File: src/hdl/bvg_pkg.sv
// ----------------------------------------------------------------------------
// bvg_pkg
// Shared widths, register indexes, reset values, the level curve and the
// payload types of the battery voltage gauge.
// ----------------------------------------------------------------------------
package bvg_pkg;

  localparam int unsigned RAW_W      = 12;
  localparam int unsigned MV_W       = 16;
  localparam int unsigned CUR_W      = 16;
  localparam int unsigned PCT_W      = 10;
  localparam int unsigned THR_W      = 12;
  localparam int unsigned BAND_W     = 10;
  localparam int unsigned SCALE_W    = 16;
  localparam int unsigned CFG_IDX_W  = 3;
  localparam int unsigned CFG_DATA_W = 16;

  // register indexes
  localparam logic [CFG_IDX_W-1:0] REG_JUMP_THRESHOLD = 3'd0;
  localparam logic [CFG_IDX_W-1:0] REG_HOLD_BAND      = 3'd1;
  localparam logic [CFG_IDX_W-1:0] REG_VOLTAGE_SCALE  = 3'd2;
  localparam logic [CFG_IDX_W-1:0] REG_CURRENT_SCALE  = 3'd3;

  localparam logic [THR_W-1:0]   JUMP_THRESHOLD_RST = 12'd200;
  localparam logic [BAND_W-1:0]  HOLD_BAND_RST      = 10'd10;
  localparam logic [SCALE_W-1:0] VOLTAGE_SCALE_RST  = 16'd1240;
  localparam logic [SCALE_W-1:0] CURRENT_SCALE_RST  = 16'd1193;

  localparam int unsigned WINDOW_LEN_DEF  = 8;
  localparam int unsigned QUEUE_DEPTH_DEF = 2;

  // (raw << 16) / ref needs this many quotient bits
  localparam int unsigned RATIO_W = RAW_W + 16;

  // x / 25 == (x * DIV25_MAGIC) >> DIV25_SHIFT for every 32-bit x
  localparam logic [31:0] DIV25_MAGIC = 32'h51EB_851F;
  localparam int unsigned DIV25_SHIFT = 35;

  // piecewise-linear level curve over mV * 100
  localparam int unsigned LVL_A_W    = 23;
  localparam int unsigned SEG_N      = 12;
  localparam int unsigned SEG_IDX_W  = $clog2(SEG_N);
  localparam int unsigned SEG_DIV_W  = 7;
  localparam int unsigned LDIV_NUM_W = 16;

  localparam logic [LVL_A_W-1:0] SEG_BASE [SEG_N] = '{
    23'd417900, 23'd406300, 23'd394900, 23'd384500, 23'd376000, 23'd369500,
    23'd364800, 23'd361300, 23'd357600, 23'd352100, 23'd348000, 23'd342600
  };
  localparam logic [PCT_W-1:0] SEG_OFFSET [SEG_N] = '{
    10'd1000, 10'd900, 10'd800, 10'd700, 10'd600, 10'd500,
    10'd400,  10'd300, 10'd200, 10'd100, 10'd50,  10'd0
  };
  localparam logic [SEG_DIV_W-1:0] SEG_DIV [SEG_N] = '{
    7'd0,  7'd116, 7'd114, 7'd104, 7'd85, 7'd65,
    7'd47, 7'd35,  7'd37,  7'd55,  7'd41, 7'd54
  };

  localparam logic [PCT_W-1:0] LEVEL_FULL = 10'd1000;

  typedef struct packed {
    logic [RAW_W-1:0] battery_raw;
    logic [RAW_W-1:0] reference_raw;
    logic [RAW_W-1:0] charge_raw;
    logic             charger_present;
  } in_t;

  typedef struct packed {
    logic [MV_W-1:0]  voltage_mv;
    logic [CUR_W-1:0] charge_current;
    logic [PCT_W-1:0] percent_tenths;
  } out_t;

  typedef struct packed {
    logic [THR_W-1:0]   jump_threshold;
    logic [BAND_W-1:0]  hold_band;
    logic [SCALE_W-1:0] voltage_scale;
    logic [SCALE_W-1:0] current_scale;
  } cfg_t;

  // converted sample handed from the front to the back
  typedef struct packed {
    logic [MV_W-1:0]  raw_mv;
    logic [CUR_W-1:0] charge_current;
    logic             charging;
  } job_t;

endpackage

File: src/hdl/bvg_div.sv
// ----------------------------------------------------------------------------
// bvg_div
// Restoring unsigned divider, one quotient bit per cycle.
// ----------------------------------------------------------------------------
module bvg_div #(
  parameter int unsigned NUM_W = 16,
  parameter int unsigned DEN_W = 8
) (
  input  logic             clk_i,
  input  logic             rst_ni,
  input  logic             start_i,
  input  logic [NUM_W-1:0] num_i,
  input  logic [DEN_W-1:0] den_i,
  output logic             done_o,
  output logic [NUM_W-1:0] quot_o
);

  localparam int unsigned CNT_W = $clog2(NUM_W + 1);

  logic [CNT_W-1:0] cnt_q, cnt_d;
  logic             busy_q, busy_d;
  logic             done_q, done_d;
  logic [NUM_W-1:0] num_q, num_d;
  logic [DEN_W-1:0] den_q, den_d;
  logic [DEN_W-1:0] rem_q, rem_d;
  logic [DEN_W:0]   trial;
  logic [DEN_W:0]   trial_sub;
  logic             ge;

  always_comb begin
    trial     = {rem_q, num_q[NUM_W-1]};
    ge        = trial >= {1'b0, den_q};
    trial_sub = trial - {1'b0, den_q};
    cnt_d     = cnt_q;
    busy_d    = busy_q;
    done_d    = 1'b0;
    num_d     = num_q;
    den_d     = den_q;
    rem_d     = rem_q;
    if (start_i) begin
      num_d  = num_i;
      den_d  = den_i;
      rem_d  = '0;
      cnt_d  = CNT_W'(NUM_W);
      busy_d = 1'b1;
    end else if (busy_q) begin
      // numerator shifts out at the top, quotient bits shift in at the bottom
      rem_d = ge ? trial_sub[DEN_W-1:0] : trial[DEN_W-1:0];
      num_d = {num_q[NUM_W-2:0], ge};
      cnt_d = cnt_q - 1'b1;
      if (cnt_q == CNT_W'(1)) begin
        busy_d = 1'b0;
        done_d = 1'b1;
      end
    end
  end

  always_ff @(posedge clk_i or negedge rst_ni) begin
    if (!rst_ni) begin
      cnt_q  <= '0;
      busy_q <= 1'b0;
      done_q <= 1'b0;
    end else begin
      cnt_q  <= cnt_d;
      busy_q <= busy_d;
      done_q <= done_d;
    end
  end

  always_ff @(posedge clk_i) begin
    num_q <= num_d;
    den_q <= den_d;
    rem_q <= rem_d;
  end

  assign done_o = done_q;
  assign quot_o = num_q;

endmodule

File: src/hdl/bvg_queue.sv
// ----------------------------------------------------------------------------
// bvg_queue
// Small first-in first-out queue of register entries.
// ----------------------------------------------------------------------------
module bvg_queue #(
  parameter int unsigned DEPTH = 2,
  parameter type         data_t = logic [7:0]
) (
  input  logic  clk_i,
  input  logic  rst_ni,
  input  logic  push_i,
  input  data_t data_i,
  output logic  full_o,
  input  logic  pop_i,
  output data_t data_o,
  output logic  empty_o
);

  localparam int unsigned PTR_W = (DEPTH > 1) ? $clog2(DEPTH) : 1;
  localparam int unsigned CNT_W = $clog2(DEPTH + 1);

  data_t            mem_q [DEPTH];
  logic [PTR_W-1:0] wr_ptr_q, wr_ptr_d;
  logic [PTR_W-1:0] rd_ptr_q, rd_ptr_d;
  logic [CNT_W-1:0] count_q, count_d;
  logic             do_push, do_pop;

  assign full_o  = count_q == CNT_W'(DEPTH);
  assign empty_o = count_q == '0;
  assign do_push = push_i && !full_o;
  assign do_pop  = pop_i && !empty_o;
  assign data_o  = mem_q[rd_ptr_q];

  always_comb begin
    wr_ptr_d = wr_ptr_q;
    rd_ptr_d = rd_ptr_q;
    count_d  = count_q;
    if (do_push) begin
      wr_ptr_d = (wr_ptr_q == PTR_W'(DEPTH - 1)) ? '0 : wr_ptr_q + 1'b1;
    end
    if (do_pop) begin
      rd_ptr_d = (rd_ptr_q == PTR_W'(DEPTH - 1)) ? '0 : rd_ptr_q + 1'b1;
    end
    if (do_push && !do_pop) begin
      count_d = count_q + 1'b1;
    end else if (do_pop && !do_push) begin
      count_d = count_q - 1'b1;
    end
  end

  always_ff @(posedge clk_i or negedge rst_ni) begin
    if (!rst_ni) begin
      wr_ptr_q <= '0;
      rd_ptr_q <= '0;
      count_q  <= '0;
    end else begin
      wr_ptr_q <= wr_ptr_d;
      rd_ptr_q <= rd_ptr_d;
      count_q  <= count_d;
    end
  end

  always_ff @(posedge clk_i) begin
    if (do_push) begin
      mem_q[wr_ptr_q] <= data_i;
    end
  end

endmodule

File: src/hdl/bvg_front.sv
// ----------------------------------------------------------------------------
// bvg_front
// Takes raw ADC samples and converts them to millivolts and charge current
// with one shared divider and one shared multiplier.
// ----------------------------------------------------------------------------
module bvg_front (
  input  logic          clk_i,
  input  logic          rst_ni,
  input  bvg_pkg::cfg_t cfg_i,
  input  logic          push_i,
  input  bvg_pkg::in_t  item_i,
  output logic          full_o,
  output logic          job_push_o,
  output bvg_pkg::job_t job_o,
  input  logic          job_full_i
);

  import bvg_pkg::*;

  localparam logic [3:0] F_IDLE  = 4'd0;
  localparam logic [3:0] F_DIVB  = 4'd1;
  localparam logic [3:0] F_MULV  = 4'd2;
  localparam logic [3:0] F_CHG   = 4'd3;
  localparam logic [3:0] F_DIVC  = 4'd4;
  localparam logic [3:0] F_MULC  = 4'd5;
  localparam logic [3:0] F_MULR  = 4'd6;
  localparam logic [3:0] F_SCALE = 4'd7;
  localparam logic [3:0] F_PUSH  = 4'd8;

  logic [3:0]         state_q, state_d;
  logic [RAW_W-1:0]   rraw_q, rraw_d;
  logic [RAW_W-1:0]   craw_q, craw_d;
  logic               chg_q, chg_d;
  logic               ref_zero_q, ref_zero_d;
  logic [31:0]        ratio_q, ratio_d;
  logic [63:0]        prod_q, prod_d;
  logic               prod_en;
  logic [MV_W-1:0]    raw_q, raw_d;
  logic [CUR_W-1:0]   cur_q, cur_d;
  logic [31:0]        mul_a, mul_b;
  logic [28:0]        q25;
  logic [31:0]        cur_x10;
  logic               div_start, div_done;
  logic [RATIO_W-1:0] div_num, div_quot;
  logic [RAW_W-1:0]   div_den;
  logic               accept;

  assign full_o = state_q != F_IDLE;
  assign accept = push_i && (state_q == F_IDLE);

  // battery divide starts straight from the port, charge divide from the latch
  assign div_num = (state_q == F_IDLE) ? {item_i.battery_raw, 16'b0} : {craw_q, 16'b0};
  assign div_den = (state_q == F_IDLE) ? item_i.reference_raw : rraw_q;

  bvg_div #(
    .NUM_W (RATIO_W),
    .DEN_W (RAW_W)
  ) u_div (
    .clk_i   (clk_i),
    .rst_ni  (rst_ni),
    .start_i (div_start),
    .num_i   (div_num),
    .den_i   (div_den),
    .done_o  (div_done),
    .quot_o  (div_quot)
  );

  always_comb begin
    unique case (state_q)
      F_MULV: begin
        mul_a = ratio_q;
        mul_b = {16'b0, cfg_i.voltage_scale};
      end
      F_MULC: begin
        mul_a = ratio_q;
        mul_b = {16'b0, cfg_i.current_scale};
      end
      default: begin
        mul_a = prod_q[31:0];
        mul_b = DIV25_MAGIC;
      end
    endcase
    prod_d  = {32'b0, mul_a} * {32'b0, mul_b};
    q25     = prod_q[63:DIV25_SHIFT];
    cur_x10 = {3'b0, q25} * 32'd10;
  end

  always_comb begin
    state_d    = state_q;
    rraw_d     = rraw_q;
    craw_d     = craw_q;
    chg_d      = chg_q;
    ref_zero_d = ref_zero_q;
    ratio_d    = ratio_q;
    raw_d      = raw_q;
    cur_d      = cur_q;
    prod_en    = 1'b0;
    div_start  = 1'b0;
    job_push_o = 1'b0;
    unique case (state_q)
      F_IDLE: begin
        if (accept) begin
          rraw_d     = item_i.reference_raw;
          craw_d     = item_i.charge_raw;
          chg_d      = item_i.charger_present;
          ref_zero_d = item_i.reference_raw == '0;
          if (item_i.reference_raw == '0) begin
            // zero reference gives an all-ones ratio
            ratio_d = '1;
            state_d = F_MULV;
          end else begin
            div_start = 1'b1;
            state_d   = F_DIVB;
          end
        end
      end
      F_DIVB: begin
        if (div_done) begin
          ratio_d = {{(32 - RATIO_W){1'b0}}, div_quot};
          state_d = F_MULV;
        end
      end
      F_MULV: begin
        prod_en = 1'b1;
        state_d = F_CHG;
      end
      F_CHG: begin
        // (ratio * scale) >> 15, low 16 bits
        raw_d = prod_q[30:15];
        if (!chg_q) begin
          cur_d   = '0;
          state_d = F_PUSH;
        end else if (ref_zero_q) begin
          ratio_d = '1;
          state_d = F_MULC;
        end else begin
          div_start = 1'b1;
          state_d   = F_DIVC;
        end
      end
      F_DIVC: begin
        if (div_done) begin
          ratio_d = {{(32 - RATIO_W){1'b0}}, div_quot};
          state_d = F_MULC;
        end
      end
      F_MULC: begin
        prod_en = 1'b1;
        state_d = F_MULR;
      end
      F_MULR: begin
        // divide the low word by 25 through the reciprocal
        prod_en = 1'b1;
        state_d = F_SCALE;
      end
      F_SCALE: begin
        cur_d   = cur_x10[31:16];
        state_d = F_PUSH;
      end
      F_PUSH: begin
        job_push_o = 1'b1;
        if (!job_full_i) begin
          state_d = F_IDLE;
        end
      end
      default: begin
        state_d = F_IDLE;
      end
    endcase
  end

  always_ff @(posedge clk_i or negedge rst_ni) begin
    if (!rst_ni) begin
      state_q <= F_IDLE;
    end else begin
      state_q <= state_d;
    end
  end

  always_ff @(posedge clk_i) begin
    rraw_q     <= rraw_d;
    craw_q     <= craw_d;
    chg_q      <= chg_d;
    ref_zero_q <= ref_zero_d;
    ratio_q    <= ratio_d;
    raw_q      <= raw_d;
    cur_q      <= cur_d;
    if (prod_en) begin
      prod_q <= prod_d;
    end
  end

  assign job_o = '{raw_mv: raw_q, charge_current: cur_q, charging: chg_q};

endmodule

File: src/hdl/bvg_back.sv
// ----------------------------------------------------------------------------
// bvg_back
// Jump test, averaging window, level curve and hold filter for one converted
// sample at a time.
// ----------------------------------------------------------------------------
module bvg_back #(
  parameter int unsigned WINDOW_LEN = bvg_pkg::WINDOW_LEN_DEF
) (
  input  logic          clk_i,
  input  logic          rst_ni,
  input  bvg_pkg::cfg_t cfg_i,
  input  bvg_pkg::job_t job_i,
  input  logic          job_empty_i,
  output logic          job_pop_o,
  output logic          res_push_o,
  output bvg_pkg::out_t res_o,
  input  logic          res_full_i
);

  import bvg_pkg::*;

  localparam int unsigned PTR_W   = $clog2(WINDOW_LEN);
  localparam int unsigned CNT_W   = $clog2(WINDOW_LEN + 1);
  localparam int unsigned DEN_W   = SEG_DIV_W;

  // sum / WINDOW_LEN as (sum * AVG_MUL) >> AVG_SH, exact for every 16-bit sum
  localparam int unsigned AVG_MUL_W = MV_W + 1;
  localparam int unsigned AVG_SH    = MV_W + $clog2(WINDOW_LEN);
  localparam logic [AVG_MUL_W-1:0] AVG_MUL =
    AVG_MUL_W'(((32'd1 << AVG_SH) + WINDOW_LEN - 1) / WINDOW_LEN);

  localparam logic [2:0] B_IDLE  = 3'd0;
  localparam logic [2:0] B_CLASS = 3'd1;
  localparam logic [2:0] B_AVG   = 3'd2;
  localparam logic [2:0] B_LEVEL = 3'd3;
  localparam logic [2:0] B_SEG   = 3'd4;
  localparam logic [2:0] B_LDIV  = 3'd5;
  localparam logic [2:0] B_PUSH  = 3'd6;

  logic [MV_W-1:0]    win_mem [WINDOW_LEN];
  logic [MV_W-1:0]    old_q;
  logic               win_we;

  logic [2:0]         state_q, state_d;
  logic [PTR_W-1:0]   wr_ptr_q, wr_ptr_d;
  logic [CNT_W-1:0]   fill_cnt_q, fill_cnt_d;
  logic [MV_W-1:0]    fill_q, fill_d;
  logic [MV_W-1:0]    sum_q, sum_d;
  logic [MV_W-1:0]    last_q, last_d;
  logic [PCT_W-1:0]   held_q, held_d;

  logic [MV_W-1:0]    raw_q, raw_d;
  logic [CUR_W-1:0]   cur_q, cur_d;
  logic               chg_q, chg_d;
  logic [MV_W-1:0]    volt_q, volt_d;
  logic [LVL_A_W-1:0] a_q, a_d;
  logic [PCT_W-1:0]   seg_off_q, seg_off_d;
  logic [PCT_W-1:0]   lvl_q, lvl_d;

  logic [MV_W:0]      hi_lim, lo_sum;
  logic               jump;
  logic [MV_W-1:0]    oldest, sum_shift, sum_fill;
  logic [31:0]        fill_prod;
  logic [MV_W+AVG_MUL_W-1:0] avg_prod;
  logic [MV_W-1:0]    avg_quot;
  logic               seg_hit;
  logic [SEG_IDX_W-1:0] seg_idx;
  logic [LVL_A_W-1:0] seg_diff;
  logic [PCT_W:0]     band_lim;
  logic               take;
  logic [PCT_W-1:0]   pct;

  logic                  div_start, div_done;
  logic [LDIV_NUM_W-1:0] div_num, div_quot;
  logic [DEN_W-1:0]      div_den;

  // window slots not rewritten since the last refill read as the fill value
  always_comb begin
    hi_lim    = {1'b0, last_q} + {{(MV_W + 1 - THR_W){1'b0}}, cfg_i.jump_threshold};
    lo_sum    = {1'b0, raw_q} + {{(MV_W + 1 - THR_W){1'b0}}, cfg_i.jump_threshold};
    jump      = ({1'b0, raw_q} > hi_lim) || (lo_sum < {1'b0, last_q});
    oldest    = (fill_cnt_q < CNT_W'(WINDOW_LEN)) ? fill_q : old_q;
    sum_shift = sum_q - oldest + raw_q;
    fill_prod = {16'b0, raw_q} * 32'(WINDOW_LEN);
    sum_fill  = fill_prod[MV_W-1:0];
    avg_prod  = {{AVG_MUL_W{1'b0}}, sum_q} * {{MV_W{1'b0}}, AVG_MUL};
    avg_quot  = MV_W'(avg_prod >> AVG_SH);
  end

  // first segment whose base the scaled voltage reaches
  always_comb begin
    seg_hit = 1'b0;
    seg_idx = '0;
    for (int i = SEG_N - 1; i >= 0; i--) begin
      if (a_q >= SEG_BASE[i]) begin
        seg_hit = 1'b1;
        seg_idx = SEG_IDX_W'(i);
      end
    end
    seg_diff = a_q - SEG_BASE[seg_idx];
  end

  always_comb begin
    band_lim = {1'b0, held_q} + {{(PCT_W + 1 - BAND_W){1'b0}}, cfg_i.hold_band};
    take     = ({1'b0, lvl_q} > band_lim) || (lvl_q < held_q);
    pct      = (chg_q || take) ? lvl_q : held_q;
  end

  assign div_num = seg_diff[LDIV_NUM_W-1:0];
  assign div_den = SEG_DIV[seg_idx];

  bvg_div #(
    .NUM_W (LDIV_NUM_W),
    .DEN_W (DEN_W)
  ) u_div (
    .clk_i   (clk_i),
    .rst_ni  (rst_ni),
    .start_i (div_start),
    .num_i   (div_num),
    .den_i   (div_den),
    .done_o  (div_done),
    .quot_o  (div_quot)
  );

  always_comb begin
    state_d    = state_q;
    wr_ptr_d   = wr_ptr_q;
    fill_cnt_d = fill_cnt_q;
    fill_d     = fill_q;
    sum_d      = sum_q;
    last_d     = last_q;
    held_d     = held_q;
    raw_d      = raw_q;
    cur_d      = cur_q;
    chg_d      = chg_q;
    volt_d     = volt_q;
    a_d        = a_q;
    seg_off_d  = seg_off_q;
    lvl_d      = lvl_q;
    win_we     = 1'b0;
    div_start  = 1'b0;
    job_pop_o  = 1'b0;
    res_push_o = 1'b0;
    unique case (state_q)
      B_IDLE: begin
        if (!job_empty_i) begin
          job_pop_o = 1'b1;
          raw_d     = job_i.raw_mv;
          cur_d     = job_i.charge_current;
          chg_d     = job_i.charging;
          state_d   = B_CLASS;
        end
      end
      B_CLASS: begin
        if (jump) begin
          // refill: every slot takes the new sample
          fill_d     = raw_q;
          fill_cnt_d = '0;
          sum_d      = sum_fill;
          volt_d     = raw_q;
          state_d    = B_LEVEL;
        end else begin
          win_we    = 1'b1;
          wr_ptr_d  = (wr_ptr_q == PTR_W'(WINDOW_LEN - 1)) ? '0 : wr_ptr_q + 1'b1;
          if (fill_cnt_q != CNT_W'(WINDOW_LEN)) begin
            fill_cnt_d = fill_cnt_q + 1'b1;
          end
          sum_d     = sum_shift;
          state_d   = B_AVG;
        end
      end
      B_AVG: begin
        volt_d  = avg_quot;
        state_d = B_LEVEL;
      end
      B_LEVEL: begin
        last_d  = volt_q;
        a_d     = {{(LVL_A_W - MV_W){1'b0}}, volt_q} * LVL_A_W'(100);
        state_d = B_SEG;
      end
      B_SEG: begin
        if (!seg_hit) begin
          lvl_d   = '0;
          state_d = B_PUSH;
        end else if (SEG_DIV[seg_idx] == '0) begin
          lvl_d   = SEG_OFFSET[seg_idx];
          state_d = B_PUSH;
        end else begin
          seg_off_d = SEG_OFFSET[seg_idx];
          div_start = 1'b1;
          state_d   = B_LDIV;
        end
      end
      B_LDIV: begin
        if (div_done) begin
          lvl_d   = seg_off_q + div_quot[PCT_W-1:0];
          state_d = B_PUSH;
        end
      end
      B_PUSH: begin
        res_push_o = 1'b1;
        if (!res_full_i) begin
          if (!chg_q && take) begin
            held_d = lvl_q;
          end
          state_d = B_IDLE;
        end
      end
      default: begin
        state_d = B_IDLE;
      end
    endcase
  end

  always_ff @(posedge clk_i or negedge rst_ni) begin
    if (!rst_ni) begin
      state_q    <= B_IDLE;
      wr_ptr_q   <= '0;
      fill_cnt_q <= '0;
      fill_q     <= '0;
      sum_q      <= '0;
      last_q     <= '0;
      held_q     <= '0;
    end else begin
      state_q    <= state_d;
      wr_ptr_q   <= wr_ptr_d;
      fill_cnt_q <= fill_cnt_d;
      fill_q     <= fill_d;
      sum_q      <= sum_d;
      last_q     <= last_d;
      held_q     <= held_d;
    end
  end

  always_ff @(posedge clk_i) begin
    raw_q     <= raw_d;
    cur_q     <= cur_d;
    chg_q     <= chg_d;
    volt_q    <= volt_d;
    a_q       <= a_d;
    seg_off_q <= seg_off_d;
    lvl_q     <= lvl_d;
  end

  // window memory, registered read of the oldest slot
  always_ff @(posedge clk_i) begin
    if (win_we) begin
      win_mem[wr_ptr_q] <= raw_q;
    end
    old_q <= win_mem[wr_ptr_q];
  end

  assign res_o = '{voltage_mv: volt_q, charge_current: cur_q, percent_tenths: pct};

endmodule

File: src/hdl/battery_voltage_gauge_core.sv
// ----------------------------------------------------------------------------
// battery_voltage_gauge_core
// A sample takes longer to reach the output queue while charging, as the
// charge ratio needs a second divide; a zero reference skips the divides.
// Throughput is set by the front, which takes no new sample until it has pushed
// the last one, and runs its shared divider once per ratio; the back needs less.
// Reset: registers take their default values, window, last voltage and held
// level clear at once; no clearing pass.
// ----------------------------------------------------------------------------
module battery_voltage_gauge_core #(
  parameter int unsigned WINDOW_LEN  = bvg_pkg::WINDOW_LEN_DEF,
  parameter int unsigned QUEUE_DEPTH = bvg_pkg::QUEUE_DEPTH_DEF
) (
  input  logic                           clk_i,
  input  logic                           rst_ni,
  input  logic                           push,
  output logic                           full,
  input  bvg_pkg::in_t                   item_i,
  output logic                           empty,
  input  logic                           pop,
  output bvg_pkg::out_t                  result_o,
  input  logic                           cfg_valid_i,
  output logic                           cfg_ready_o,
  input  logic [bvg_pkg::CFG_IDX_W-1:0]  cfg_index_i,
  input  logic [bvg_pkg::CFG_DATA_W-1:0] cfg_data_i
);

  import bvg_pkg::*;

  cfg_t cfg_q, cfg_d;
  logic mid_push, mid_full, mid_pop, mid_empty;
  job_t mid_in, mid_out;
  logic res_push, res_full;
  out_t res_data;

  assign cfg_ready_o = 1'b1;

  always_comb begin
    cfg_d = cfg_q;
    if (cfg_valid_i) begin
      unique case (cfg_index_i)
        REG_JUMP_THRESHOLD: cfg_d.jump_threshold = cfg_data_i[THR_W-1:0];
        REG_HOLD_BAND:      cfg_d.hold_band      = cfg_data_i[BAND_W-1:0];
        REG_VOLTAGE_SCALE:  cfg_d.voltage_scale  = cfg_data_i[SCALE_W-1:0];
        REG_CURRENT_SCALE:  cfg_d.current_scale  = cfg_data_i[SCALE_W-1:0];
        default: begin
        end
      endcase
    end
  end

  always_ff @(posedge clk_i or negedge rst_ni) begin
    if (!rst_ni) begin
      cfg_q <= '{jump_threshold: JUMP_THRESHOLD_RST, hold_band: HOLD_BAND_RST,
                 voltage_scale: VOLTAGE_SCALE_RST, current_scale: CURRENT_SCALE_RST};
    end else begin
      cfg_q <= cfg_d;
    end
  end

  bvg_front u_front (
    .clk_i      (clk_i),
    .rst_ni     (rst_ni),
    .cfg_i      (cfg_q),
    .push_i     (push),
    .item_i     (item_i),
    .full_o     (full),
    .job_push_o (mid_push),
    .job_o      (mid_in),
    .job_full_i (mid_full)
  );

  bvg_queue #(
    .DEPTH  (QUEUE_DEPTH),
    .data_t (job_t)
  ) u_mid_queue (
    .clk_i   (clk_i),
    .rst_ni  (rst_ni),
    .push_i  (mid_push),
    .data_i  (mid_in),
    .full_o  (mid_full),
    .pop_i   (mid_pop),
    .data_o  (mid_out),
    .empty_o (mid_empty)
  );

  bvg_back #(
    .WINDOW_LEN (WINDOW_LEN)
  ) u_back (
    .clk_i       (clk_i),
    .rst_ni      (rst_ni),
    .cfg_i       (cfg_q),
    .job_i       (mid_out),
    .job_empty_i (mid_empty),
    .job_pop_o   (mid_pop),
    .res_push_o  (res_push),
    .res_o       (res_data),
    .res_full_i  (res_full)
  );

  bvg_queue #(
    .DEPTH  (QUEUE_DEPTH),
    .data_t (out_t)
  ) u_out_queue (
    .clk_i   (clk_i),
    .rst_ni  (rst_ni),
    .push_i  (res_push),
    .data_i  (res_data),
    .full_o  (res_full),
    .pop_i   (pop),
    .data_o  (result_o),
    .empty_o (empty)
  );

  // the front is busy right after it takes a sample
  a_front_busy: assert property (@(posedge clk_i) disable iff (!rst_ni)
    (push && !full) |=> full)
    else $error("front did not go busy after an input transfer");

  a_mid_holds: assert property (@(posedge clk_i) disable iff (!rst_ni)
    (mid_push && !mid_full) |=> !mid_empty)
    else $error("converted sample lost between front and back");

  a_res_holds: assert property (@(posedge clk_i) disable iff (!rst_ni)
    (res_push && !res_full) |=> !empty)
    else $error("result lost on its way to the output queue");

  a_level_range: assert property (@(posedge clk_i) disable iff (!rst_ni)
    !empty |-> (result_o.percent_tenths <= LEVEL_FULL))
    else $error("charge level above full scale");

endmodule

File: config.mk
export PLATFORM = sky130hd
export DESIGN_NAME = battery_voltage_gauge_core
export DESIGN_NICKNAME = d
export VERILOG_FILES = /design/src/hdl/bvg_pkg.sv /design/src/hdl/bvg_div.sv /design/src/hdl/bvg_queue.sv /design/src/hdl/bvg_front.sv /design/src/hdl/bvg_back.sv /design/src/hdl/battery_voltage_gauge_core.sv
export SDC_FILE = /design/constraint.sdc
export NUM_CORES = 2
export LEC_CHECK = 0
export ABC_AREA = 1
export BUFFER_PORTS_ARGS = -buffer_cell sky130_fd_sc_hd__buf_2
export CAP_MARGIN = 20
export CORE_MARGIN = 3
export CORE_UTILIZATION = 60
export DETAILED_ROUTE_END_ITERATION = 16
export GPL_ROUTABILITY_DRIVEN = 0
export PLACE_DENSITY = 0.83
export SLEW_MARGIN = 20
export SYNTH_ARGS = -nofsm -noshare
export SYNTH_HDL_FRONTEND = slang
export SYNTH_SLANG_ARGS = --single-unit
File: constraint.sdc
create_clock -name clk_i -period 15.6 [get_ports clk_i]
set_clock_uncertainty 0.2 [all_clocks]
set_input_delay 3.12 -clock clk_i [delete_from_list [all_inputs] [get_ports clk_i]]
set_output_delay 3.12 -clock clk_i [all_outputs]
set_load 0.01 [all_outputs]
Word level (Yosys, flattened, before mapping)
Memories as Yosys holds them, arrays and structs flattened. A register that Yosys moved wholly into a read port is not among the register bits.
Index checks and enable logic that the tools add are counted.
{ "op_classes": {"n_addsub": 21, "multipliers": 3, "order_cmp": 20, "n_eq_ne": 37, "mux": 120, "n_bitwise": 5, "reduce_logical": 59} }
{ "op_table": {"columns": ["op", "n"], "rows": [
  ["$ge A23 B19 Y1 const B", 12],
  ["$mux W32", 6],
  ["$mux W16", 8],
  ["$pmux W32 S3", 1],
  ["$mux W28", 3],
  ["$mux W4", 19],
  ["$pmux W16 S2", 2],
  ["$mul A32 B31 Y63", 1],
  ["$pmux W31 S2", 1],
  ["$mux W10", 6],
  ["$mux W1", 50],
  ["$pmux W4 S9", 1],
  ["$add A16 B12 Y17", 2],
  ["$sub A16 B16 Y16", 2],
  ["$mul A29 B3 Y31 const B", 1],
  ["$mux W12", 2],
  ["$reduce_and A2 Y1", 11],
  ["$mul A16 B5 Y21 const B", 1],
  ["$mux W7", 3],
  ["$pmux W3 S7", 1],
  ["$mux W5", 4],
  ["$pmux W10 S2", 1],
  ["$gt A16 B17 Y1", 1],
  ["$lt A17 B16 Y1", 1],
  ["other kinds (51)", 125]
]} }
{ "word_totals": {"regBits": 441, "mem_bits_rw": 278, "rom_bits": 640, "out_inout_bits": 45, "n_memories": 6} }
{ "memory_table": {"columns": ["memory", "depth", "width", "read_ports", "rd_clocked_by_memory_dff", "write_ports", "line_no", "rtl"], "rows": [
  ["(name not given)", 16, 23, 1, 0, 0, "bvg_back.sv:100", "seg_diff = a_q - SEG_BASE[seg_idx];"],
  ["(name not given)", 16, 10, 1, 0, 0, "bvg_back.sv:186", "lvl_d = SEG_OFFSET[seg_idx];"],
  ["u_back.win_mem", 8, 16, 1, 1, 1, "bvg_back.sv:40", "logic [MV_W-1:0] win_mem [WINDOW_LEN];"],
  ["(name not given)", 16, 7, 1, 0, 0, "bvg_back.sv:110", "assign div_den = SEG_DIV[seg_idx];"],
  ["u_out_queue.mem_q", 2, 42, 1, 0, 1, "bvg_queue.sv:22", "data_t mem_q [DEPTH];"],
  ["u_mid_queue.mem_q", 2, 33, 1, 1, 1, "bvg_queue.sv:22", null]
]} }

Depth between registers and ports, before layout
{ "logic_depth": {"depth_word": 22, "ltp_mapped": 40, "depth_no_buf": 38} }

By module
Synthesis repeated with hierarchy kept, for this count alone.
{ "hier_totals": {"cells_unflattened": 7606, "area_unflattened_um2": 68032.7} }
{ "modules_own_cells": {"columns": ["module", "n_inst", "cells_per_inst", "area_each_um2", "seq_area_each_um2"], "rows": [
  ["bvg_front", 1, 4383, 36239.8, 4544.4],
  ["bvg_back", 1, 1894, 18428.9, 8538.2],
  ["bvg_queue at u_out_queue", 1, 251, 3294.4, 2622.5],
  ["bvg_div at u_front.u_div", 1, 403, 3274.4, 1616.6],
  ["bvg_queue at u_mid_queue", 1, 204, 2641.3, 2082.0],
  ["battery_voltage_gauge_core", 1, 245, 2229.6, 1370.1],
  ["bvg_div at u_back.u_div", 1, 226, 1924.3, 1006.0]
]} }

Worst setup path after synthesis
No wires, ideal clock.
{ "synth_path": {"kind": "register -> register", "startpoint": "register u_front.state_q[1]", "endpoint": "register u_front.prod_q[54], data pin", "t_arrival_ns": 8.171, "path_slack_ns": 6.970, "stages_incl_launch_ff": 37, "path_buffers": 2, "synth_period_minus_slack_ns": 8.630, "path_cell_list": "dfrtp_1 -> inv_1 -> nor2_1 -> nand2_1 -> inv_1 -> nor2_1 -> inv_1 -> clkbuf_1 -> o21ai_0 -> clkbuf_1 -> nor2_1 -> fa_1 -> fa_1 -> fa_1 -> inv_1 -> fa_1 -> inv_1 -> fa_1 -> inv_1 -> fa_1 -> inv_1 -> fa_1 -> inv_1 -> fa_1 -> inv_1 -> ha_1 -> nand2_1 -> nor2_1 -> nand4_1 -> o211ai_1 -> inv_1 -> o21a_1 -> o21bai_1 -> a21boi_0 -> o21bai_1 -> a21oi_1 -> xnor2_1"} }
{ "synth_via": {"elab_chain_cells": 4} }
{ "synth_rtl": {"columns": ["element", "line_no", "rtl"], "rows": [
  ["from (decl)", "bvg_front.sv:30", "logic [3:0] state_q, state_d;"],
  ["from (signal assigned)", "bvg_front.sv:176", "state_q <= state_d;"],
  ["$eq A4 B2 Y1 or $eq A4 B3 Y1 (tied branches)", "bvg_front.sv:69", "unique case (state_q)"],
  ["$reduce_or A2 Y1 (no line)", null, null],
  ["$mux W32", "bvg_front.sv:69", null],
  ["$mul A32 B31 Y63 *", "bvg_front.sv:83", "prod_d = {32'b0, mul_a} * {32'b0, mul_b};"],
  ["net u_front.prod_d[54]", "bvg_front.sv:36", "logic [63:0] prod_q, prod_d;"],
  ["to (signal assigned)", "bvg_front.sv:189", "prod_q <= prod_d;"],
  ["to (decl)", "bvg_front.sv:36", null]
]} }
The timed path passes the listed nets; every way through them passes the cells marked *.
A chain may end at the register's enable or synchronous reset.

Worst setup path in the final report
{ "layout_path": {"startpoint": "register u_front.state_q[3]", "endpoint": "register u_front.prod_q[54], data pin"} }
The elaborated chain is that of the path after synthesis.

==> impl_metrics.py <==
metrics = {
    "sta": {
        "period_share_pct": 72.69,
        "fin_setup_tns_ps": 0,
        "worstMarginPinSlew_ps": 1204,
        "setup_viol": 0,
        "setup_ws_ps": 4261,
        "hold_viol": 0,
        "fin_crit_ps": 11340,
        "report.final.slew_viol_count": 0,
        "rsz0062_at_grt": "no",
        "max_freq_ghz": 0.08819,
        "slew_headroom_pct": 19.76,
    },
    "setup_path": {
        "cp.required_ps": 15790,
        "crit_path_start_kind": "flip-flop",
        "crit_type": "reg -> reg",
        "cp-end-kind": "flip-flop",
        "worstPathArrival_ps": 11530,
        "critPathMaxStageDelay_ps": 880,
        "path_max_fanout": 51,
        "slowest_stage": "inv_2",
        "path_common_cell": "fa_1",
    },
    "synth": {
        "ys.flop_type": "edfxtp_1",
        "synth_fp_nets": 7905,
        "avgSynthCellArea_um2": 9.730,
        "synth_top_cell_by_area": "edfxtp_1",
        "synth-seq-cells": 760,
        "syn_inst": 6510,
        "synth_edf_count": 577,
        "synth.distinct_cells": 66,
        "yosysTopAreaCellShare_pct": 27.35,
        "syn_area_um2": 63340,
        "async_reset_ff_share_pct": 19.47,
        "synth-seq-area-share_pct": 34.34,
        "ys_warn_count": 0,
        "synth.area.top_cells": "edfxtp_1, fa_1, ha_1",
    },
    "placement": {
        "place_worst_setup_slack_ps": 4541,
        "dp_hpwl_um": 133800,
        "port_buffers": 104,
    },
    "clock_tree": {
        "cts_sinks": 760,
        "postCtsHoldBufs": 0,
        "post_cts_resized": 0,
        "htree_levels": 3,
        "cts_setup_buffers": 0,
        "clockRootBuffer": "clkbuf_16",
        "cts_buffer_depth": 3,
        "clk_latency_ps": 660,
        "path_clk_slew_ps": 60,
        "cts_tree": "built",
        "cts_made_buffers": 79,
    },
    "floorplan": {
        "fp.dieArea_um2": 109500,
        "die_h_um": 330.9,
        "die_w_um": 330.9,
        "core_area_um2": 104100,
        "row_count": 118,
        "initial_core_util_pct": 60.85,
        "ios": 106,
    },
    "route": {
        "ant_nets": 0,
        "drcViolationCount": 0,
        "drt_iter0_markers": 5220,
        "drtPass1Iterations": 9,
        "wl_um": 173600,
        "wl_per_cell_um": 21.49,
        "detail_route.vias_per_cell": 5.915,
        "dr_total_vias": 47770,
    },
    "global_route": {
        "antenna_found_initial": 8,
        "met3_usage_pct": 8.714,
        "busiest_layer": "met2",
        "globalRouteOverflowTotal": 0,
        "grt_pass1_wl_um": 270900,
        "track_usage_pct": 32.15,
        "grt_max_degree": 79,
        "grt_use_met1_pct": 39.39,
        "grt_pass1_vias": 49890,
        "globalRouteMet2Util_pct": 51.73,
    },
    "cells_and_area": {
        "nNetsFinal": 8021,
        "drive_gt1_share_pct": 6.337,
        "area_delta_synth_final_pct": 7.961,
        "fill_cells": 7452,
    },
    "hold_path": {
        "hold_class": "reg -> reg",
    },
    "outcome": {
        "status": "completed",
    },
    "flow_run": {
        "max_cap_viol_count": 0,
    },
}
==> registers in the layout, summed over array words and instances (netlist names), 21 cells and up <==
signal	flops
u_back.win_mem	128
u_out_queue.mem_q	84
u_mid_queue.mem_q	66
u_front.prod_q	60
cfg_q	54
u_front.ratio_q	29
u_front.u_div.quot_o	28
u_back.a_q	21
==> Yosys cell counts (25+ instances only) <==
master / instances
inv_1: 1297
nand2_1: 1103
fa_1: 709
ha_1: 625
nor2_1: 589
edfxtp_1: 577
o21ai_0: 303
a21oi_1: 284
clkbuf_1: 144
dfrtp_1: 133
xor2_1: 111
nand3_1: 79
xnor2_1: 51
nor3_1: 46
a31oi_1: 40
dfxtp_1: 35
or2_2: 35
o21ai_1: 30
nand4_1: 28
o21bai_1: 25
==> worst max-delay path: cells and delay by family, from the launching register on <==
family / cells / cell delay (ps)
compound gates: 6 / 1760
xor+xnor: 1 / 130
fa+ha+maj: 9 / 4200
buf+inv: 10 / 2490
flops: 1 / 400
simple gates: 8 / 1860
==> metal layers <==
metal  vias to the layer above  part of all wire, %
met4                         2                  7.2
met3                       856                   11
met2                      2873                   46
met1                     23030                   36
met5                         -               0.0075
li1                      21010                    -
==> final cells by class <==
class	count	area, µm²	share of cell area, %
Antenna cell	6	15.01	0.02196
Clock buffer	103	2147	3.140
Clock inverter	43	473.0	0.6916
Inverter	1325	4974	7.273
Multi-Input combinational cell	4268	36110	52.81
Sequential cell	760	21750	31.81
Tap cell	1380	1727	2.525
Timing Repair Buffer	192	1187	1.736
==> final timing paths <==
path,startpoint,end,slack (ps),depth (start not counted)
worst min register to register,u_front.raw_q[5],u_mid_queue.mem_q[0][22],230,0
worst max register to register,u_front.state_q[3],u_front.prod_q[54],4260,34
max in group asynchronous,rst_ni,u_front.state_q[3],11280,2
worst max-delay path,u_front.state_q[3],u_front.prod_q[54],4260,34
min in group asynchronous,rst_ni,u_back.wr_ptr_q[2],2300,1
worst min-delay path,u_front.raw_q[5],u_mid_queue.mem_q[0][22],230,0
==> through the flow <==
| step | hold slack, ps | instance area (µm²) | cells | util, % |
|---|---|---|---|---|
| after CTS | 231.0 | 68340 | 8070 | 65.66 |
| after detailed placement | 229.8 | 65720 | 7924 | 63.14 |
| after floorplan | 220.8 | 63340 | 6510 | - |
| after global routing | 248.3 | 68380 | 8075 | 65.69 |
| final | 231.8 | 68380 | 8077 | 65.70 |
| after global placement | 222.3 | 65710 | 7923 | 63.13 |
==> layout by cell type, fill, tap and decap left out, types with 15 or more instances in the layout <==
master        n
inv_1      1293
nand2_1    1101
fa_1        709
ha_1        625
nor2_1      582
edfxtp_1    577
o21ai_0     299
a21oi_1     283
dfrtp_1     133
xor2_1      111
buf_2       103
buf_4        88
clkbuf_16    79
nand3_1      77
xnor2_1      51
nor3_1       43
a31oi_1      40
or2_2        35
dfxtp_1      35
o21ai_1      34
nand4_1      28
o21bai_1     25
clkinv_1     21
a22oi_1      20
inv_2        19
o21a_1       19
a221oi_1     19
o211ai_1     18
o221ai_1     16
clkbuf_1     16
a22o_1       15
dfstp_2      15
==> cell families (layout without fill, tap and decap cells) <==
family	Yosys count	after routing	synth area share, %
AO/OA/AOI/OAI	853	853	7.733
XOR/XNOR	162	162	2.240
adder cells (fa/ha/maj)	1334	1334	34.75
buffers and inverters	1482	1663	8.844
flip-flops	760	760	34.34
multiplexers	5	5	0.08691
other	1	7	0.005920
AND/OR/NAND/NOR	1913	1913	12.00
Power is not shown: default switching activity piles up to over one toggle a cycle in this logic, so the estimate is an artifact.
